<file path="src/hdl/ekvc_pkg.sv">
`timescale 1ns / 1ps

package ekvc_pkg;

	// Field widths of the stream payload
	localparam int OP_W     = 2;
	localparam int IDX_W    = 8;
	localparam int VOICE_W  = 49;
	localparam int STATUS_W = 3;
	localparam int LFSR_W   = 15;

	// Configuration register widths and indexes
	localparam int CFG_IDX_W  = 2;
	localparam int CFG_DATA_W = 16;
	localparam logic [CFG_IDX_W-1:0] REG_CIPHER_TYPE   = 2'd0;
	localparam logic [CFG_IDX_W-1:0] REG_KEY_ID        = 2'd1;
	localparam logic [CFG_IDX_W-1:0] REG_SCRAMBLER_KEY = 2'd2;
	localparam logic [CFG_IDX_W-1:0] REG_KEY_LENGTH    = 2'd3;

	// Operation codes on the input
	localparam logic [OP_W-1:0] OP_CRYPT = 2'd0;
	localparam logic [OP_W-1:0] OP_BUILD = 2'd1;
	localparam logic [OP_W-1:0] OP_CLEAR = 2'd2;

	// Key rules
	localparam logic [1:0]  CIPHER_SCRAMBLER  = 2'd1;
	localparam logic [5:0]  KEY_LEN_SCRAMBLER = 6'd2;
	localparam logic [7:0]  KEY_ID_MAX        = 8'd63;
	localparam logic [15:0] KEY_MAX           = 16'h7FFF;

	// Result status codes
	localparam logic [STATUS_W-1:0] STS_CRYPTED = 3'd0;
	localparam logic [STATUS_W-1:0] STS_NO_KS   = 3'd1;
	localparam logic [STATUS_W-1:0] STS_RANGE   = 3'd2;
	localparam logic [STATUS_W-1:0] STS_BUILT   = 3'd3;
	localparam logic [STATUS_W-1:0] STS_REFUSED = 3'd4;

	// Item kind as sorted by the front end
	typedef enum logic [1:0] {
		KIND_CRYPT,
		KIND_BUILD,
		KIND_CLEAR,
		KIND_PASS
	} kind_t;

	// One queued item
	typedef struct packed {
		kind_t              kind;
		logic               out_of_range;
		logic [IDX_W-1:0]   word_index;
		logic [VOICE_W-1:0] voice_bits;
	} q_item_t;

	// Configuration register file contents
	typedef struct packed {
		logic [1:0]  cipher_type;
		logic [7:0]  key_id;
		logic [15:0] scrambler_key;
		logic [5:0]  key_length;
	} cfg_t;

	// Back-end sequencer states
	typedef enum logic [1:0] {
		BK_IDLE,
		BK_BUILD,
		BK_EMIT
	} back_state_t;

endpackage

</file>
<file path="src/hdl/ekvc_front.sv">
`timescale 1ns / 1ps

module ekvc_front #(
	parameter int WORDS = 32
) (
	input  logic                   clk,
	input  logic                   arst_n,
	input  logic                   s_tvalid,
	output logic                   s_tready,
	input  logic [1:0]             s_tuser,   // op
	input  logic [63:0]            s_tdata,   // word_index[7:0], voice_bits[56:8], zero pad
	output logic                   q_valid,
	output ekvc_pkg::q_item_t      q_item,
	input  logic                   q_pop
);

	ekvc_pkg::q_item_t item_in;
	ekvc_pkg::q_item_t entry_q [2];
	logic              wr_ptr_q;
	logic              rd_ptr_q;
	logic [1:0]        count_q;
	logic              push;

	// Sort the incoming beat by operation and check the word range
	always_comb begin
		item_in.word_index   = s_tdata[ekvc_pkg::IDX_W-1:0];
		item_in.voice_bits   = s_tdata[ekvc_pkg::IDX_W +: ekvc_pkg::VOICE_W];
		item_in.out_of_range = ({1'b0, s_tdata[ekvc_pkg::IDX_W-1:0]} >= 9'(WORDS));
		case (s_tuser)
			ekvc_pkg::OP_CRYPT: item_in.kind = ekvc_pkg::KIND_CRYPT;
			ekvc_pkg::OP_BUILD: item_in.kind = ekvc_pkg::KIND_BUILD;
			ekvc_pkg::OP_CLEAR: item_in.kind = ekvc_pkg::KIND_CLEAR;
			default:            item_in.kind = ekvc_pkg::KIND_PASS;
		endcase
	end

	assign s_tready = (count_q != 2'd2);
	assign push     = s_tvalid && s_tready;
	assign q_valid  = (count_q != 2'd0);
	assign q_item   = entry_q[rd_ptr_q];

	// Two-entry queue towards the back end
	always_ff @(posedge clk) begin
		if (push) begin
			entry_q[wr_ptr_q] <= item_in;
		end
	end

	always_ff @(posedge clk or negedge arst_n) begin
		if (!arst_n) begin
			wr_ptr_q <= 1'b0;
			rd_ptr_q <= 1'b0;
			count_q  <= 2'd0;
		end else begin
			if (push) begin
				wr_ptr_q <= !wr_ptr_q;
			end
			if (q_pop) begin
				rd_ptr_q <= !rd_ptr_q;
			end
			count_q <= count_q + 2'(push) - 2'(q_pop);
		end
	end

	// Queue bookkeeping checks
	a_count_bound: assert property (@(posedge clk) disable iff (!arst_n)
		count_q != 2'd3)
		else $error("queue count out of range");
	a_pop_nonempty: assert property (@(posedge clk) disable iff (!arst_n)
		q_pop |-> count_q != 2'd0)
		else $error("pop from empty queue");
	a_ptr_track: assert property (@(posedge clk) disable iff (!arst_n)
		(count_q == 2'd0 || count_q == 2'd2) |-> wr_ptr_q == rd_ptr_q)
		else $error("queue pointers disagree with count");

endmodule

</file>
<file path="src/hdl/ekvc_back.sv">
`timescale 1ns / 1ps

module ekvc_back #(
	parameter int WORDS     = 32,
	parameter int AMBE_BITS = 49
) (
	input  logic                            clk,
	input  logic                            arst_n,
	input  ekvc_pkg::cfg_t                  cfg,
	input  logic                            q_valid,
	input  ekvc_pkg::q_item_t               q_item,
	output logic                            q_pop,
	output logic                            m_tvalid,
	input  logic                            m_tready,
	output logic [ekvc_pkg::VOICE_W-1:0]    result_bits,
	output logic [ekvc_pkg::STATUS_W-1:0]   status
);

	localparam int WIDX = (WORDS > 1) ? $clog2(WORDS) : 1;
	localparam int BW   = (AMBE_BITS > 1) ? $clog2(AMBE_BITS) : 1;

	ekvc_pkg::back_state_t state_q, state_nx;

	// Keystream memory
	logic [AMBE_BITS-1:0] ks_mem [WORDS];
	logic [AMBE_BITS-1:0] rd_q;
	logic [63:0]          ks_ext;

	// Build walker
	logic [ekvc_pkg::LFSR_W-1:0] lfsr_q;
	logic [ekvc_pkg::LFSR_W-1:0] lfsr_nx;
	logic [AMBE_BITS-1:0]        slice_q;
	logic [AMBE_BITS-1:0]        slice_nx;
	logic [WIDX-1:0]             word_q;
	logic [BW-1:0]               bit_q;
	logic                        last_bit;
	logic                        last_word;

	// Pending result
	logic [ekvc_pkg::VOICE_W-1:0]  pend_bits_q;
	logic [ekvc_pkg::STATUS_W-1:0] pend_status_q;
	logic                          pend_xor_q;
	logic                          ks_valid_q;

	// Decode and control
	logic                          key_ok;
	logic                          crypt_hit;
	logic                          build_go;
	logic [ekvc_pkg::VOICE_W-1:0]  dec_bits;
	logic [ekvc_pkg::STATUS_W-1:0] dec_status;
	logic                          dec_drop;
	logic                          out_free;
	logic                          mem_re;
	logic                          mem_we;
	logic                          load_out;
	logic                          m_tvalid_q;
	logic [ekvc_pkg::VOICE_W-1:0]  res_q;
	logic [ekvc_pkg::STATUS_W-1:0] status_q;

	assign out_free = !m_tvalid_q || m_tready;

	// Key check against the current registers
	assign key_ok = (cfg.cipher_type == ekvc_pkg::CIPHER_SCRAMBLER)
		&& (cfg.key_length == ekvc_pkg::KEY_LEN_SCRAMBLER)
		&& (cfg.key_id != 8'd0) && (cfg.key_id <= ekvc_pkg::KEY_ID_MAX)
		&& (cfg.scrambler_key != 16'd0) && (cfg.scrambler_key <= ekvc_pkg::KEY_MAX);

	assign crypt_hit = ks_valid_q && (cfg.cipher_type == ekvc_pkg::CIPHER_SCRAMBLER)
		&& !q_item.out_of_range;

	// Item decode: result carried to the emit step
	always_comb begin
		dec_bits   = q_item.voice_bits;
		dec_status = ekvc_pkg::STS_NO_KS;
		dec_drop   = 1'b0;
		build_go   = 1'b0;
		case (q_item.kind)
			ekvc_pkg::KIND_CRYPT: begin
				if (!ks_valid_q || cfg.cipher_type != ekvc_pkg::CIPHER_SCRAMBLER) begin
					dec_status = ekvc_pkg::STS_NO_KS;
				end else if (q_item.out_of_range) begin
					dec_status = ekvc_pkg::STS_RANGE;
				end else begin
					dec_status = ekvc_pkg::STS_CRYPTED;
				end
			end
			ekvc_pkg::KIND_BUILD: begin
				dec_bits = '0;
				if (key_ok) begin
					dec_status = ekvc_pkg::STS_BUILT;
					build_go   = 1'b1;
				end else begin
					dec_status = ekvc_pkg::STS_REFUSED;
					dec_drop   = 1'b1;
				end
			end
			ekvc_pkg::KIND_CLEAR: begin
				dec_bits   = '0;
				dec_status = ekvc_pkg::STS_NO_KS;
				dec_drop   = 1'b1;
			end
			default: begin
				dec_status = ekvc_pkg::STS_NO_KS;
			end
		endcase
	end

	// LFSR step and slice shift; first keystream bit ends up at the top
	assign lfsr_nx   = {lfsr_q[0] ^ lfsr_q[1], lfsr_q[ekvc_pkg::LFSR_W-1:1]};
	assign slice_nx  = (slice_q << 1) | AMBE_BITS'(lfsr_q[0]);
	assign last_bit  = (bit_q == BW'(AMBE_BITS - 1));
	assign last_word = (word_q == WIDX'(WORDS - 1));

	// Next state
	always_comb begin
		state_nx = state_q;
		case (state_q)
			ekvc_pkg::BK_IDLE: begin
				if (q_valid) begin
					state_nx = build_go ? ekvc_pkg::BK_BUILD : ekvc_pkg::BK_EMIT;
				end
			end
			ekvc_pkg::BK_BUILD: begin
				if (last_bit && last_word) begin
					state_nx = ekvc_pkg::BK_EMIT;
				end
			end
			ekvc_pkg::BK_EMIT: begin
				if (out_free) begin
					state_nx = ekvc_pkg::BK_IDLE;
				end
			end
			default: state_nx = ekvc_pkg::BK_IDLE;
		endcase
	end

	// Control outputs
	always_comb begin
		q_pop    = 1'b0;
		mem_re   = 1'b0;
		mem_we   = 1'b0;
		load_out = 1'b0;
		case (state_q)
			ekvc_pkg::BK_IDLE: begin
				q_pop  = q_valid;
				mem_re = q_valid && (q_item.kind == ekvc_pkg::KIND_CRYPT) && crypt_hit;
			end
			ekvc_pkg::BK_BUILD: begin
				mem_we = last_bit;
			end
			ekvc_pkg::BK_EMIT: begin
				load_out = out_free;
			end
			default: ;
		endcase
	end

	// Keystream memory: one write port, one registered read port
	always_ff @(posedge clk) begin
		if (mem_we) begin
			ks_mem[word_q] <= slice_nx;
		end
		if (mem_re) begin
			rd_q <= ks_mem[q_item.word_index[WIDX-1:0]];
		end
	end

	assign ks_ext = 64'(rd_q);

	// Pending result and walker data
	always_ff @(posedge clk) begin
		if (q_pop) begin
			pend_bits_q   <= dec_bits;
			pend_status_q <= dec_status;
			pend_xor_q    <= mem_re;
			lfsr_q        <= cfg.scrambler_key[ekvc_pkg::LFSR_W-1:0];
			slice_q       <= '0;
		end else if (state_q == ekvc_pkg::BK_BUILD) begin
			lfsr_q  <= lfsr_nx;
			slice_q <= last_bit ? '0 : slice_nx;
		end
		if (load_out) begin
			res_q    <= pend_bits_q
				^ (pend_xor_q ? ks_ext[ekvc_pkg::VOICE_W-1:0] : '0);
			status_q <= pend_status_q;
		end
	end

	// Control registers
	always_ff @(posedge clk or negedge arst_n) begin
		if (!arst_n) begin
			state_q    <= ekvc_pkg::BK_IDLE;
			ks_valid_q <= 1'b0;
			m_tvalid_q <= 1'b0;
			word_q     <= '0;
			bit_q      <= '0;
		end else begin
			state_q <= state_nx;
			if (q_pop && dec_drop) begin
				ks_valid_q <= 1'b0;
			end else if (mem_we && last_word) begin
				ks_valid_q <= 1'b1;
			end
			if (q_pop) begin
				word_q <= '0;
				bit_q  <= '0;
			end else if (state_q == ekvc_pkg::BK_BUILD) begin
				bit_q <= last_bit ? '0 : bit_q + BW'(1);
				if (last_bit) begin
					word_q <= word_q + WIDX'(1);
				end
			end
			if (load_out) begin
				m_tvalid_q <= 1'b1;
			end else if (m_tready) begin
				m_tvalid_q <= 1'b0;
			end
		end
	end

	assign m_tvalid    = m_tvalid_q;
	assign result_bits = res_q;
	assign status      = status_q;

	// Sequencer checks
	a_we_in_build: assert property (@(posedge clk) disable iff (!arst_n)
		mem_we |-> state_q == ekvc_pkg::BK_BUILD)
		else $error("keystream write outside build");
	a_no_overwrite: assert property (@(posedge clk) disable iff (!arst_n)
		(m_tvalid_q && !m_tready) |-> !load_out)
		else $error("waiting result overwritten");
	a_valid_after_build: assert property (@(posedge clk) disable iff (!arst_n)
		$rose(ks_valid_q) |-> $past(state_q == ekvc_pkg::BK_BUILD))
		else $error("keystream marked valid outside build");
	a_pop_idle: assert property (@(posedge clk) disable iff (!arst_n)
		q_pop |-> state_q == ekvc_pkg::BK_IDLE)
		else $error("item taken while busy");

endmodule

</file>
<file path="src/hdl/ehr_keystream_voice_crypt_unit.sv">
`timescale 1ns / 1ps
// Crypt, clear and pass items go through the input queue, the pending-result register
// and the output register. A build item first writes all WORDS words of keystream memory,
// one keystream bit per cycle from the LFSR walker in the back end, then gives its result.
// The back end works on one item at a time and pops the next only after the last result is
// loaded, which waits on m_tready; a build holds the back end. A 2-entry queue sits between.
// Reset (arst_n low, asynchronous): registers to 0, keystream dropped, queue and output empty.

module ehr_keystream_voice_crypt_unit #(
	parameter int WORDS     = 32,
	parameter int AMBE_BITS = 49
) (
	input  logic                              clk,
	input  logic                              arst_n,
	// Input beats
	input  logic                              s_tvalid,
	output logic                              s_tready,
	input  logic [1:0]                        s_tuser,   // op
	input  logic [63:0]                       s_tdata,   // word_index[7:0], voice_bits[56:8]
	// Result beats
	output logic                              m_tvalid,
	input  logic                              m_tready,
	output logic [2:0]                        m_tuser,   // status
	output logic [55:0]                       m_tdata,   // result_bits[48:0], zero pad
	// Register writes
	input  logic                              cfg_we,
	input  logic [ekvc_pkg::CFG_IDX_W-1:0]    cfg_index,
	input  logic [ekvc_pkg::CFG_DATA_W-1:0]   cfg_wdata
);

	ekvc_pkg::cfg_t               cfg_q;
	ekvc_pkg::q_item_t            q_item;
	logic                         q_valid;
	logic                         q_pop;
	logic [ekvc_pkg::VOICE_W-1:0] result_bits;

	// Register file
	always_ff @(posedge clk or negedge arst_n) begin
		if (!arst_n) begin
			cfg_q <= '0;
		end else if (cfg_we) begin
			case (cfg_index)
				ekvc_pkg::REG_CIPHER_TYPE:   cfg_q.cipher_type   <= cfg_wdata[1:0];
				ekvc_pkg::REG_KEY_ID:        cfg_q.key_id        <= cfg_wdata[7:0];
				ekvc_pkg::REG_SCRAMBLER_KEY: cfg_q.scrambler_key <= cfg_wdata;
				ekvc_pkg::REG_KEY_LENGTH:    cfg_q.key_length    <= cfg_wdata[5:0];
				default: ;
			endcase
		end
	end

	ekvc_front #(
		.WORDS (WORDS)
	) u_front (
		.clk      (clk),
		.arst_n   (arst_n),
		.s_tvalid (s_tvalid),
		.s_tready (s_tready),
		.s_tuser  (s_tuser),
		.s_tdata  (s_tdata),
		.q_valid  (q_valid),
		.q_item   (q_item),
		.q_pop    (q_pop)
	);

	ekvc_back #(
		.WORDS     (WORDS),
		.AMBE_BITS (AMBE_BITS)
	) u_back (
		.clk         (clk),
		.arst_n      (arst_n),
		.cfg         (cfg_q),
		.q_valid     (q_valid),
		.q_item      (q_item),
		.q_pop       (q_pop),
		.m_tvalid    (m_tvalid),
		.m_tready    (m_tready),
		.result_bits (result_bits),
		.status      (m_tuser)
	);

	assign m_tdata = {7'd0, result_bits};

endmodule

</file>
<file path="config.mk">
export PLATFORM = sky130hd
export DESIGN_NAME = ehr_keystream_voice_crypt_unit
export DESIGN_NICKNAME = d
export VERILOG_FILES = /design/src/hdl/ekvc_pkg.sv /design/src/hdl/ekvc_front.sv /design/src/hdl/ekvc_back.sv /design/src/hdl/ehr_keystream_voice_crypt_unit.sv
export SDC_FILE = /design/constraint.sdc
export NUM_CORES = 2
export LEC_CHECK = 0
export ABC_AREA = 1
export BUFFER_PORTS_ARGS = -buffer_cell sky130_fd_sc_hd__buf_2
export CORE_MARGIN = 2
export CORE_UTILIZATION = 59
export CTS_CLUSTER_DIAMETER = 150
export DETAILED_ROUTE_END_ITERATION = 10
export PLACE_DENSITY = 0.76
export SYNTH_ARGS = -nofsm -noshare
export SYNTH_HDL_FRONTEND = slang
export SYNTH_SLANG_ARGS = --single-unit
export TNS_END_PERCENT = 100
</file>
<file path="constraint.sdc">
create_clock -name clk -period 9 [get_ports clk]
set_input_delay 0.45 -clock clk [delete_from_list [all_inputs] [get_ports clk]]
set_output_delay 0.45 -clock clk [all_outputs]
set_load 0.02 [all_outputs]
</file>
==> run metrics <==
CP Data Arrival Time=5720 ps; Starting Density=between 50% and 60%; Clk Latency, worst-skew pair=840 ps; largest area contributor in the netlist=edfxtp_1; CTS Hold Buffers Added=79; Tcrit/Tclk final=between 50% and 60%; Vias/cell=5.88; vias in the first global route=55,800; mux contribution to synthesized area=0.0271%; Post-layout nets=7,795; worst-margin pin slew=1360 ps; first-pass GRT wire length=333,000 um; Max Slew Vio Count=0; Final Hold Viols=0; syn avg cell area=10.9 um2; max_cap viols=0; maximum clock rate=~0.19 GHz; Worst Hold End=u_front.wr_ptr_q; die area=144,000 um2; Die Span Y=~380 um; setup tns final=0 ps; R2R setup slack=3760 ps; CP cell instances=buf_4 -> inv_4 -> nand2_8 -> nand2_8 -> buf_12 -> nand2_1 -> nand3_1 -> nand3_1 -> nand3_1 -> nand2_1 -> nand2_1 -> nand2_1; Area growth syn-to-layout=10.7%; Final Critical Period=5240 ps; most common cell after layout, fill and taps aside=edfxtp_1; clk slew on worst S/H paths=60 ps; total congestion overflow=0; WHS=130 ps; CP max-delay cell=nand2_8; number of enable flip-flop cells after synthesis=1,851; Min-Delay Path Class=in2reg; initial antenna violation count=2; GR Util All Layers=30.7%; xor and xnor area share after synthesis=0.579%; dpl ws=3950 ps; I/O pin count=150; Sink Count=1,950; Yosys reg bits=~2,000; setup ws final=3760 ps; CP peak stage delay=940 ps; Post-Synthesis Cells=7,639; CP top delay family=simple AND/OR/NAND/NOR gates; top cells by area, synth=edfxtp_1 (67%), nand3_1 (10%), nand2_1 (6.5%), inv_1 (6.5%), nand3b_1 (1.8%); Adder-Cell Fraction of Synth Area=0.180%; Most common cell on crit path=nand2_1; hold path cells=5; RSZ-0062 raised after global routing=no; RePlAce Congestion=0.810; drt wl/cell=approximately 23 um; Max VDD drop=0.295 mV; Static Leak=37.9 nW; Inserted Clock Buffers=186; HP Start=s_tvalid; worst path buffer plus inverter count=3; final-report setup violation count=0; cts repair resizes=0; CTS Buffer Depth=3; antenna viol nets, final=0; final WL=225,000 um; CTS Root Cell=clkbuf_16; Std-Cell Rows=137; Async SR Flop Fraction=2.62%; via count=57,200; Worst setup SP type=flop; FF-to-FF Start=u_front.rd_ptr_q; Reg2Reg Capture Point=u_back.rd_q[0]; most frequent cells in the layout=edfxtp_1 (1,851), nand3_1 (1,741), nand2_1 (1,441), inv_1 (1,438), nand3b_1 (196); simple-gate portion of the synthesized area=19.6%; I/O Buffers=135; Die X=380 um; maximum fanout along the worst path=223; Synth cell types=39; most common flop cell mapped by yosys=edfxtp_1; area fraction of the dominant cell type after synthesis=66.8%; slew margin rel.=9.43%; status=completed; largest family of logic cells by synthesized area=simple AND/OR/NAND/NOR gates; Power per Cell Area=roughly 310 nW/um2; skew final=between 30 and 40 ps; core box area=140,000 um2; worst reg-to-reg path cell count=12; Synth Area in Compound Gates=1.11%; Crit. End Element=flop; Inserted Diodes=0; fin util=66.0%; largest net degree at the start of global routing=around 220; Seq/Total Area, Yosys=69.5%; post-synthesis cell area=83,200 um2; FILL cells=a little under 10,000; crit path kind=reg2reg; CP Data Required Time=9480 ps; Detailed Place HPWL=109,000 um; initial drt markers=8,288; CTS tree=yes; postcts setup bufs=0; Syn. warnings=0; Pwr Total=28.2 mW; layout cell share with drive strength beyond 1=6.97%; DRT Pass-1 Iters=8; H-tree depth=4; DRC errors left=0
-- worst min-delay path: cells and delay by family --
family / cells / cell delay [ps]
AND/OR/NAND/NOR: 3 / 260
buffers and inverters: 2 / 210
-- metal layers --
metal | GRT usage (%) | wire length [um] | vias up
met5 | 0 | 38 | -
met4 | 17.7 | 13500 | 4
met3 | 4.26 | 24600 | 686
met2 | 50.2 | 107000 | 3818
met1 | 39.5 | 79700 | 27200
li1 | - | - | 25500
-- stage by stage --
step / area, um2 / instances
global placement: 85300 / 9303
floorplan: 83300 / 7645
finish: 92200 / 9723
global route: 92200 / 9723
detailed placement: 85300 / 9303
CTS: 92200 / 9723
-- registers in the layout, summed over array words and instances (netlist names) --
signal / flops
cfg_q: 32
u_back.bit_q: 6
u_back.ks_mem: 1568
u_back.ks_valid_q: 1
u_back.lfsr_q: 15
u_back.m_tvalid: 1
u_back.pend_bits_q: 49
u_back.pend_status_q: 3
u_back.pend_xor_q: 1
u_back.rd_q: 49
u_back.result_bits: 49
u_back.slice_q: 48
u_back.state_q: 2
u_back.status: 3
u_back.word_q: 5
u_front.count_q: 2
u_front.entry_q: 114
u_front.rd_ptr_q: 1
u_front.wr_ptr_q: 1
-- cell families after synthesis --
| group | after synthesis |
|---|---|
| other cells | 1 |
| compound gates | 167 |
| fa+ha+maj | 12 |
| mux | 2 |
| buf+inv | 1888 |
| simple gates | 3564 |
| flops | 1950 |
| xor+xnor | 55 |
-- synth_stat cells, types with 3 or more instances --
library cell,count
dfrtp_1,51
o21ai_0,102
nand3_1,1741
clkbuf_1,146
nand2_2,4
o22ai_1,43
xnor2_1,51
nor3_1,9
buf_1,35
nand3b_1,196
dfxtp_1,48
nor2_1,157
nand2_1,1445
ha_1,12
a21oi_1,13
edfxtp_1,1851
xor2_1,4
buf_4,27
nand4_1,4
buf_2,234
o32ai_1,3
inv_1,1440
-- area by class of cell --
type	instances	area, um2	area share, %
Clock buffer	257	5220	5.66
Clock inverter	84	797	0.865
Inverter	1444	5430	5.90
Multi-Input combinational cell	3807	18300	19.9
Sequential cell	1950	57800	62.7
Tap cell	1876	2350	2.55
Timing Repair Buffer	305	2220	2.41
-- power breakdown --
part           switching [mW]  internal, mW  total (mW)
Combinational            6.00          2.21        8.22
Clock                    3.33          4.44        7.78
Sequential              0.909          11.3        12.2
Total                    10.2          18.0        28.2
-- worst max-delay path by stage --
stage                     cells after the start                   end  slack, ps              from
after detailed placement                     12        u_back.rd_q[0]       3950  u_front.rd_ptr_q
after CTS                                    13        u_back.rd_q[0]       3930  u_front.rd_ptr_q
after global placement                       13        u_back.rd_q[0]       3960  u_front.rd_ptr_q
final                                        12        u_back.rd_q[0]       3760  u_front.rd_ptr_q
after global routing                         12       u_back.rd_q[41]       3610  u_front.rd_ptr_q
after floorplan                               6  u_back.ks_mem[15][0]       2560   u_back.bit_q[0]
(Power assumes the default switching activity.)
